--- config.mk ---
export PLATFORM = sky130hd
export DESIGN_NAME = rcf_ram
export DESIGN_NICKNAME = d
export VERILOG_FILES = /design/src/rcf_ram.sv
export SDC_FILE = /design/constraint.sdc
export NUM_CORES = 1
export LEC_CHECK = 0
export BUFFER_PORTS_ARGS = -buffer_cell sky130_fd_sc_hd__clkbuf_2
export CAP_MARGIN = 10
export CORE_MARGIN = 2
export CORE_UTILIZATION = 30
export CTS_CLUSTER_SIZE = 28
export DETAILED_ROUTE_END_ITERATION = 6
export PLACE_DENSITY = 0.53
export SLEW_MARGIN = 20
export SYNTH_ARGS = -nofsm -noshare
export SYNTH_HDL_FRONTEND = slang
export SYNTH_SLANG_ARGS = --single-unit
--- constraint.sdc ---
create_clock -name clk -period 4.4 [get_ports clk]
set_clock_uncertainty 0.2 [all_clocks]
set_input_delay 1.1 -clock clk [delete_from_list [all_inputs] [get_ports clk]]
set_output_delay 1.1 -clock clk [all_outputs]
set_load 0.02 [all_outputs]
--- src/rcf_ram.sv ---
// Generic simple dual-port RAM: one write port, one registered read port.
module rcf_ram #(
  parameter int WIDTH = 16,
  parameter int DEPTH = 64
) (
  input  logic                     clk,
  input  logic                     we,
  input  logic [$clog2(DEPTH)-1:0] waddr,
  input  logic [WIDTH-1:0]         wdata,
  input  logic [$clog2(DEPTH)-1:0] raddr,
  output logic [WIDTH-1:0]         rdata
);

  logic [WIDTH-1:0] mem [DEPTH];

  always_ff @(posedge clk) begin
    if (we) begin
      mem[waddr] <= wdata;
    end
    rdata <= mem[raddr];
  end

endmodule

==> summary.md <==
| Metric | Value |
|---|---|
| Die ar. | `136400 um2` |
| Arrival time worst endpoint | `3740 ps` |
| Mux contribution to synthesized area | `0.1552` |
| Reg-to-Reg End | `rdata[9]$_DFF_P_` |
| Sequential area share after synthesis | `0.7759` |
| Global-route wire length before repair | `146.6 mm` |
| Cell count after placement | `3695` |
| Period utilisation layout | `0.7785` |
| Minimum clock period | `3425 ps` |
| End of the critical path | `rdata[9]$_DFF_P_` |
| CTS Buf Count | `107` |
| Die Wd | `369.3 um` |
| CP startpoint | `raddr[0]` |
| Number of setup buffers added after CTS | `0` |
| Pre-antenna DRT Iters | `5` |
| Fin Setup TNS | `0 ps` |
| Die height | `369.3 um` |
| Syn avg cell area | `21.89 um2` |
| Critical Path Source Type | `input pin` |
| Critical Path Max Stage Delay | `850 ps` |
| DRT antenna net count | `0` |
| Root buffer cell | `clkbuf_16` |
| Asr flop ratio synth | `0` |
| FP Rows | `134` |
| Final Power | `0.02105 W` |
| Largest buffer count on any clock path | `3` |
| Tightest Pin Transition | `1032 ps` |
| Slew HR | `0.3122` |
| Clock latency on the worst-skew pair | `680 ps` |
| Post-Syn Area | `40040 um2` |
| Setup WS pre-CTS | `259.8 ps` |
| FMAX | `291.9 MHz` |
| Synth Area in Compound Gates | `0.02409` |
| Register Area | `31070 um2` |
| CP Cell Sequence | `buf_8 > buf_4 > mux4_2 > mux2_2 > a221oi_1 > a311oi_1` |
| Vias in the first global route | `19765` |
| Grt total ovfl | `0` |
| Hold Vio Cnt, Final | `0` |
| CP max FO | `45` |
| Synthesized instance count | `1829` |
| Final Max Tran Viols | `0` |
| Via count | `19334` |
| Largest net degree at the start of global routing | `65` |
| Nets@finish | `2066` |
| Yosys warns | `0` |
| DRT Wirelength | `102.3 mm` |
| Largest family of logic cells by synthesized area | `multiplexers` |
| Initial antenna violation count | `20` |
| Initial core utilization | `0.3012` |
| Ports | `46` |
| Post-route DRC | `0` |
| Hold_buf cts | `0` |
| Worst path required time | `4720 ps` |
| Post-Synth Simple-Gate Area | `0.02647` |
| HP Class | `flop to flop` |
| Clock slew at reported path FFs | `60 ps` |
| CTS Sinks | `1040` |
| Reg-to-Reg Start | `mem[61][9]$_DFFE_PP_` |
| Gr usage total | `0.1493` |
| Synth Area in Adders | `0` |
| Fraction of layout cells with a size suffix above 1 | `0.2859` |
| Max cap viols | `0` |
| Filler Cell Count | `12244` |
| R2R setup slack | `1980 ps` |
| Post-synth cell types | `43` |
| Critical-path top delay cell | `a221oi_1` |
| Reg2Reg Depth | `4` |
| Power Dens Cells | `452.2 nW/um2` |
| Number of synthesized flops with an enable pin | `1024` |
| Commonest cells after routing, fill and taps aside | `edfxtp_1 (1024), mux4_2 (220), buf_4 (148), clkbuf_16 (109), mux2i_1 (85)` |
| Max H-tree Level | `3` |
| Post-synthesis xor/xnor area fraction | `0` |
| Final setup viols | `0` |
| Area grow syn2layout | `16.28%` |
| RD Place Congestion | `0.8042` |
| Final worst slack | `974.7 ps` |
| Vias per inst | `4.966` |
| Status | `finished clean` |
| IO Port Bufs | `45` |
| Post-Syn Nets | `1859` |
| 1st-iter DRT viols | `2148` |
| LEAKAGE | `14.68 nW` |
| Drt wl/cell | `26.27 um` |
| RSZ-0062 raised after global routing | `no` |
| Dpl hpwl | `63.80 mm` |
| Area of the multi-input gates | `8249 um2` |
| Peak supply drop | `0.3418 mV` |
| CTS tree | `yes` |
| Fin cells | `3893` |
| Register bit total from synthesis | `1040` |
| Post-cts sizing count | `0` |
| Most common cell after layout, fill and taps aside | `edfxtp_1` |
| Post-Route Utilization | `0.3502` |
| Core Region | `133000 um2` |
| Ys flop type | `edfxtp_1` |
| Crit. End Element | `flop` |
| Crit path kind | `input pin to flop` |
## critical path: cells and delay by family
| family | cells | cell delay, ps |
|---|---|---|
| compound gates | 2 | 930 |
| mux | 2 | 830 |
| buf+inv | 2 | 830 |
## registers in the layout, summed over array words and instances (netlist names)
signal  cells
mem      1024
rdata      16
## per-stage QoR
stage                     hold WS, ps  instance area (um2)
final                           698.0                46560
after global routing            735.9                46560
after CTS                       697.7                46550
after detailed placement        684.8                43090
after global placement          678.9                43090
after floorplan                 550.3                40040
## where the power goes
group,total (W),switching [W],leakage (nW),internal [W]
Clock,0.00895,0.00370,1.70,0.00526
Sequential,0.0110,0.0000461,9.35,0.0110
Combinational,0.00109,0.000693,3.63,0.000392
Total,0.0211,0.00443,14.7,0.0166
## synthesized netlist by cell type, types with 3 or more instances
cell      number  area [um2]
nand2_1       59       221.5
nand2b_1       3       18.77
mux4_2       220        4955
o21ai_0        5       25.02
buf_1          3       11.26
a22oi_1       39       292.8
nand3_1       24       120.1
and4_1         5       43.79
nor2b_1       30       187.7
nor4_2         3       37.54
a22o_1         6       52.55
buf_8          3       45.04
a211oi_1       8       60.06
a221oi_1      16       140.1
buf_6         17       191.4
a221o_1        6       60.06
edfxtp_1    1024       30750
nand4_1       12       75.07
a311oi_1       8       70.07
dfxtp_1       16       320.3
mux4_1         4       105.1
a31oi_1        8       50.05
nor2_1        72       270.3
a41oi_1        5       43.79
a21oi_1       17       85.08
buf_2         36       180.2
a211o_1        8       70.07
clkbuf_1      24       90.09
o21ai_1        3       15.01
buf_12         5       100.1
mux2_2        27       304.0
mux2i_1       85       850.8
buf_4         13       97.59
## per-layer routing
layer,up-vias,share of wire,track usage
li1,8110,-,-
met1,10400,0.42,0.2030
met2,633,0.48,0.2418
met3,169,0.071,0.03301
met4,22,0.026,0.03932
met5,-,0.0013,0
## cells by family (layout without fill, tap and decap cells)
family | Yosys count | after routing
AOI/OAI and AO/OA | 129 | 129
buffers and inverters | 104 | 398
DFF | 1040 | 1040
muxes | 336 | 336
other | 0 | 2
and+or+nand+nor | 220 | 220
## how the worst min path moves through the flow
stage	startpoint	to	slack (ps)	cells after the start
CTS	mem[38][10]$_DFFE_PP_	rdata[10]$_DFF_P_	700	4
floorplan	mem[62][10]$_DFFE_PP_	rdata[10]$_DFF_P_	550	5
detailed placement	mem[32][3]$_DFFE_PP_	rdata[3]$_DFF_P_	680	3
finish	mem[39][10]$_DFFE_PP_	rdata[10]$_DFF_P_	700	4
global route	wdata[3]	mem[46][3]$_DFFE_PP_	740	1
global placement	mem[37][3]$_DFFE_PP_	rdata[3]$_DFF_P_	680	3
## cell type report
type	count	share of cell area
Tap cell	1768	0.04751
Antenna cell	2	0.0001075
Clock buffer	141	0.06224
Sequential cell	1040	0.6673
Clock inverter	55	0.01215
Multi-Input combinational cell	685	0.1772
Timing Repair Buffer	202	0.03351
Power figures use the tool's default switching activity.
