<file path="config.mk">
export PLATFORM = sky130hd
export DESIGN_NAME = rcf_cmac
export DESIGN_NICKNAME = d
export VERILOG_FILES = /design/src/rcf_pkg.sv /design/src/rcf_cmac.sv
export SDC_FILE = /design/constraint.sdc
export NUM_CORES = 2
export LEC_CHECK = 0
export ABC_CLOCK_PERIOD_IN_PS = 8100
export BUFFER_PORTS_ARGS = -buffer_cell sky130_fd_sc_hd__buf_2
export CAP_MARGIN = 20
export CELL_PAD_IN_SITES_DETAIL_PLACEMENT = 0
export CELL_PAD_IN_SITES_GLOBAL_PLACEMENT = 1
export CORE_UTILIZATION = 36
export CTS_CLUSTER_SIZE = 8
export DETAILED_ROUTE_END_ITERATION = 16
export PLACE_DENSITY_LB_ADDON = 0.3
export SETUP_SLACK_MARGIN = 0.5
export SLEW_MARGIN = 40
export SYNTH_ARGS = -nofsm -noshare
export SYNTH_HDL_FRONTEND = slang
export SYNTH_SLANG_ARGS = --single-unit
</file>
<file path="constraint.sdc">
create_clock -name clk -period 8.1 [get_ports clk]
set_input_delay 0.81 -clock clk [delete_from_list [all_inputs] [get_ports clk]]
set_output_delay 0.81 -clock clk [all_outputs]
set_load 0.01 [all_outputs]
</file>
<file path="src/rcf_pkg.sv">
// Shared constants and types for the real/complex FIR filter.
package rcf_pkg;

  localparam int RCF_MAX_TAPS     = 64;
  localparam int RCF_SAMPLE_WIDTH = 16;
  localparam int RCF_OUT_W        = 38;
  localparam int RCF_TAP_IDX_W    = 6;
  localparam int RCF_CNT_REG_W    = 7;
  localparam int RCF_CFG_ADDR_W   = 1;
  localparam int RCF_CFG_DATA_W   = 7;

  localparam logic RCF_CMD_FILTER = 1'b0;
  localparam logic RCF_CMD_LOAD   = 1'b1;

  localparam logic [RCF_CFG_ADDR_W-1:0] RCF_CFG_NTAPS        = 1'b0;
  localparam logic [RCF_CFG_ADDR_W-1:0] RCF_CFG_COMPLEX_MODE = 1'b1;

  typedef struct packed {
    logic vld;  // operands present this cycle
    logic clr;  // zero the accumulators
  } rcf_mac_ctl_t;

endpackage

</file>
<file path="src/rcf_cmac.sv">
// Shared complex multiply-accumulate unit: registered products, then accumulate.
module rcf_cmac
  import rcf_pkg::*;
#(
  parameter int SW = RCF_SAMPLE_WIDTH
) (
  input  logic                 clk,
  input  logic                 rst_n,
  input  rcf_mac_ctl_t         ctl,
  input  logic signed [SW-1:0] a_re,
  input  logic signed [SW-1:0] a_im,
  input  logic signed [SW-1:0] b_re,
  input  logic signed [SW-1:0] b_im,
  output logic [RCF_OUT_W-1:0] acc_re,
  output logic [RCF_OUT_W-1:0] acc_im,
  output logic                 busy
);

  localparam int PW = 2 * SW;
  localparam int EW = (PW > RCF_OUT_W) ? PW : RCF_OUT_W;

  logic signed [PW-1:0] p_rr_r, p_ii_r, p_ri_r, p_ir_r;
  logic                 vld_r;
  logic [RCF_OUT_W-1:0] acc_re_r, acc_im_r;
  logic signed [EW-1:0] rr_e, ii_e, ri_e, ir_e;

  // Stage 1: four products in parallel.
  always_ff @(posedge clk) begin
    p_rr_r <= a_re * b_re;
    p_ii_r <= a_im * b_im;
    p_ri_r <= a_re * b_im;
    p_ir_r <= a_im * b_re;
  end

  always_ff @(posedge clk) begin
    if (!rst_n) begin
      vld_r <= 1'b0;
    end else begin
      vld_r <= ctl.vld;
    end
  end

  // Sign-extend (or wrap) each product to the output width.
  assign rr_e = EW'(p_rr_r);
  assign ii_e = EW'(p_ii_r);
  assign ri_e = EW'(p_ri_r);
  assign ir_e = EW'(p_ir_r);

  // Stage 2: accumulate modulo 2^OUT_W.
  always_ff @(posedge clk) begin
    if (!rst_n || ctl.clr) begin
      acc_re_r <= '0;
      acc_im_r <= '0;
    end else if (vld_r) begin
      acc_re_r <= acc_re_r + rr_e[RCF_OUT_W-1:0] - ii_e[RCF_OUT_W-1:0];
      acc_im_r <= acc_im_r + ri_e[RCF_OUT_W-1:0] + ir_e[RCF_OUT_W-1:0];
    end
  end

  assign acc_re = acc_re_r;
  assign acc_im = acc_im_r;
  assign busy   = vld_r;

endmodule

</file>
==> impl_metrics.csv <==
group,metric,value,unit
run,cap_violations,0,
timing,maxSlewViolCount,0,
synthesis,synth_seq_cells,205,
synthesis,syn_area_per_cell,9.16,um^2
placement,dp_slack,0.116,ns
worst_setup_path,path_class,"input pin to register",
clocking,htreeDepth,1,
clocking,numCtsBuffers,31,
grt,grt_use_total,0.201,
synthesis,synth-xor-area-share,0.0346,
timing,post-route-period-util,0.911,
synthesis,synth_fa_ha_area_frac,0.549,
grt,grt_max_degree,49,
clocking,cts_root_buf,"clkbuf_16",
synthesis,synth_warnings,0,
timing,worstMarginPinSlew,0.902,ns
clocking,clk_pin_slew,0.05,ns
drt,first_pass_iters,7,
floorplan,initial_utilization,0.364,
drt,ant_nets,0,
worst_setup_path,timing.rr.start,"acc_re[1]",
grt,grt_overflow,0,
drt,vias_per_cell,4.90,
worst_setup_path,ff2ff_setup_slack,3.83,ns
synthesis,synth-compound-area-share,0.0697,
drt,route.vias.total,35900,
worst_setup_path,rr_worst_depth,13,
clocking,clkLatencyLatePin,0.60,ns
floorplan,rows,136,
hold_path,hold_path_class,"input pin to register",
floorplan,die_w,375,um
synthesis,syn-cell-area,0.0501,mm^2
clocking,ctsLongestPathBuffers,3,
synthesis,syn_nets,7059,
timing,rsz0062_at_grt,"false",
floorplan,ioPinCount,145,
worst_setup_path,cp.arrival,7.86,ns
synthesis,synth-simple-area-share,0.142,
timing,fin_tns_setup,0,ns
floorplan,dieArea,0.141,mm^2
floorplan,core-area,0.138,mm^2
drt,wire_per_inst,18.5,um
synthesis,async_reset_ff_frac,0,
grt,grt_pass1_wl,219,mm
drt,remaining_drc_errors,0,
synthesis,synth_edf_count,0,
worst_setup_path,endpoint_kind,"register",
final_layout,nets,7106,
grt,antenna_found_initial,14,
final_layout,final_cells,7320,
placement,postPlaceCellArea,0.0529,mm^2
timing,max_freq,135,MHz
floorplan,die_y,375,um
clocking,cts_hold_buf,0,
timing,setup_viol,0,
worst_setup_path,reg2reg_to,"acc_re[25]",
hold_path,hp-start,"ctl[1]",
synthesis,synth_top_family_by_area,"adder cells",
status,status,"finished, final reports clean",
synthesis,muxShareOfSynthArea,0.00822,
timing,final_hold_viol_count,0,
grt,grt_pass1_vias,38100,
synthesis,syn_inst,5466,
timing,clock-skew-final,0.0111,ns
synthesis,yosysUniqueCellTypes,75,
placement,io_buffers,144,
drt,wl,135,mm
worst_setup_path,crit_path_max_fanout,17,
hold_path,min_path_cells,2,
worst_setup_path,crit_path_start_kind,"input pin",
timing,max_slew_margin,0.399,
hold_path,min_to,"busy",
placement,dp_cells,7274,
placement,hpwl,111,mm
final_layout,drive_gt1_frac,0.0512,
synthesis,ys_seq_area_frac,0.0820,
final_layout,area_growth,7.34,%
clocking,cts_num_sinks,205,
clocking,cts_tree,"built",
worst_setup_path,required,8.58,ns
drt,drtIter0Drc,1852,
placement,place.gp.congestion,0.848,
synthesis,synth_ff_type,"dfxtp_1",
final_layout,final_area,0.0538,mm^2
timing,period_needed,7.38,ns
timing,fin_ws,0.717,ns
worst_setup_path,cp-startpoint,"a_im[6]",
-- worst max-delay path, cell delays in order --
cell,delay [ns]
buf_2,0.39
buf_4,0.35
nand2_1,0.11
fa_1,0.53
inv_1,0.05
fa_1,0.50
inv_1,0.05
fa_1,0.53
inv_1,0.06
fa_1,0.45
fa_1,0.49
inv_1,0.05
fa_1,0.47
inv_1,0.04
ha_1,0.36
nand4_1,0.21
nor4_1,0.56
o221ai_1,0.43
o211ai_1,0.31
a31o_2,0.26
a41oi_1,0.22
o311ai_1,0.36
a21oi_1,0.13
xnor2_1,0.14
-- sequential cells by signal, indices dropped and copies added, names as in the netlist --
register and count:
p_ir_r 32, acc_im 38, p_ri_r 32, p_rr_r 32
p_ii_r 32, busy 1, acc_re 38
-- cell usage in the layout, fill, tap and decap left out, types with 12 or more instances in the layout --
master     netlist  layout
a21o_1          74      74
a21oi_1        142     142
nand2_1        553     553
nor2_1         194     193
o31ai_1         17      17
nor3_1          35      35
o21ai_1         25      25
or3_1           16      16
buf_4            0      85
o211ai_1        12      12
dfxtp_1        205     204
a211oi_1        31      31
buf_2            0     137
nand4_1         12      12
xnor2_1        141     141
a31oi_1         18      18
o21bai_1        25      25
and3_1          12      12
nand2b_1        37      36
o21a_1          25      25
fa_1          1123    1123
xor2_1          57      57
ha_1           402     402
o21ai_0         81      81
and2_1         505     505
inv_1         1309    1309
nor2b_1         14      13
clkbuf_16        0      31
mux2i_1         40      40
nand3_1         36      36
-- worst max-delay path by stage --
stage / to / depth (start not counted)
global placement: p_ii_r[31] / 21
floorplan: p_ir_r[25] / 23
global route: p_ii_r[31] / 20
detailed placement: p_ii_r[31] / 21
CTS: p_ii_r[31] / 21
finish: p_ii_r[31] / 24
-- what timing repair did --
item | CTS | global route
resized for setup | 0 | 3
setup buffers | 0 | 0
endpoints found under the setup margin | 0 | 1
-- routing by layer --
layer / routed length (um) / vias up / GRT usage
li1: - / 16400 / -
met1: 62700 / 18500 / 0.289
met2: 62000 / 814 / 0.321
met3: 7250 / 140 / 0.0240
met4: 3340 / 6 / 0.0464
met5: 36 / - / 0
-- cells in the mapped netlist, types with 25 or more instances --
cell type / count / area share
inv_1: 1309 / 0.098
fa_1: 1123 / 0.45
nand2_1: 553 / 0.041
and2_1: 505 / 0.063
ha_1: 402 / 0.10
dfxtp_1: 205 / 0.082
clkbuf_1: 204 / 0.015
nor2_1: 194 / 0.015
a21oi_1: 142 / 0.014
xnor2_1: 141 / 0.025
o21ai_0: 81 / 0.0081
a21o_1: 74 / 0.011
xor2_1: 57 / 0.010
mux2i_1: 40 / 0.0080
nand2b_1: 37 / 0.0046
nand3_1: 36 / 0.0036
nor3_1: 35 / 0.0035
a211oi_1: 31 / 0.0046
o21a_1: 25 / 0.0037
o21ai_1: 25 / 0.0025
o21bai_1: 25 / 0.0037
-- stage by stage --
step	util	hold WS (ns)
after floorplan	-	0.482
after global placement	0.384	0.467
after detailed placement	0.384	0.469
after CTS	0.390	0.403
after global routing	0.390	0.434
final	0.390	0.443
-- area by class of cell --
type	instances	area, um^2
inverter	1310	4920
clock inverter	2	12.5
multi-input combinational	3740	40300
clock buffer	40	840
tap	1794	2240
sequential	205	4110
fill	14100	83900
antenna	4	10.0
timing repair buffer	225	1350
-- cell families (layout without fill, tap and decap cells) --
logic type      after synthesis  in the layout
mux                          41             41
simple gates               1445           1445
xor+xnor                    198            198
compound gates              531            531
fa+ha+maj                  1525           1525
buf+inv                    1521           1577
flops                       205            205
other cells                   0              4
Power is left out: the tool's default activity adds up to more than one toggle a clock period on the data nets, which glitch-free logic cannot reach.
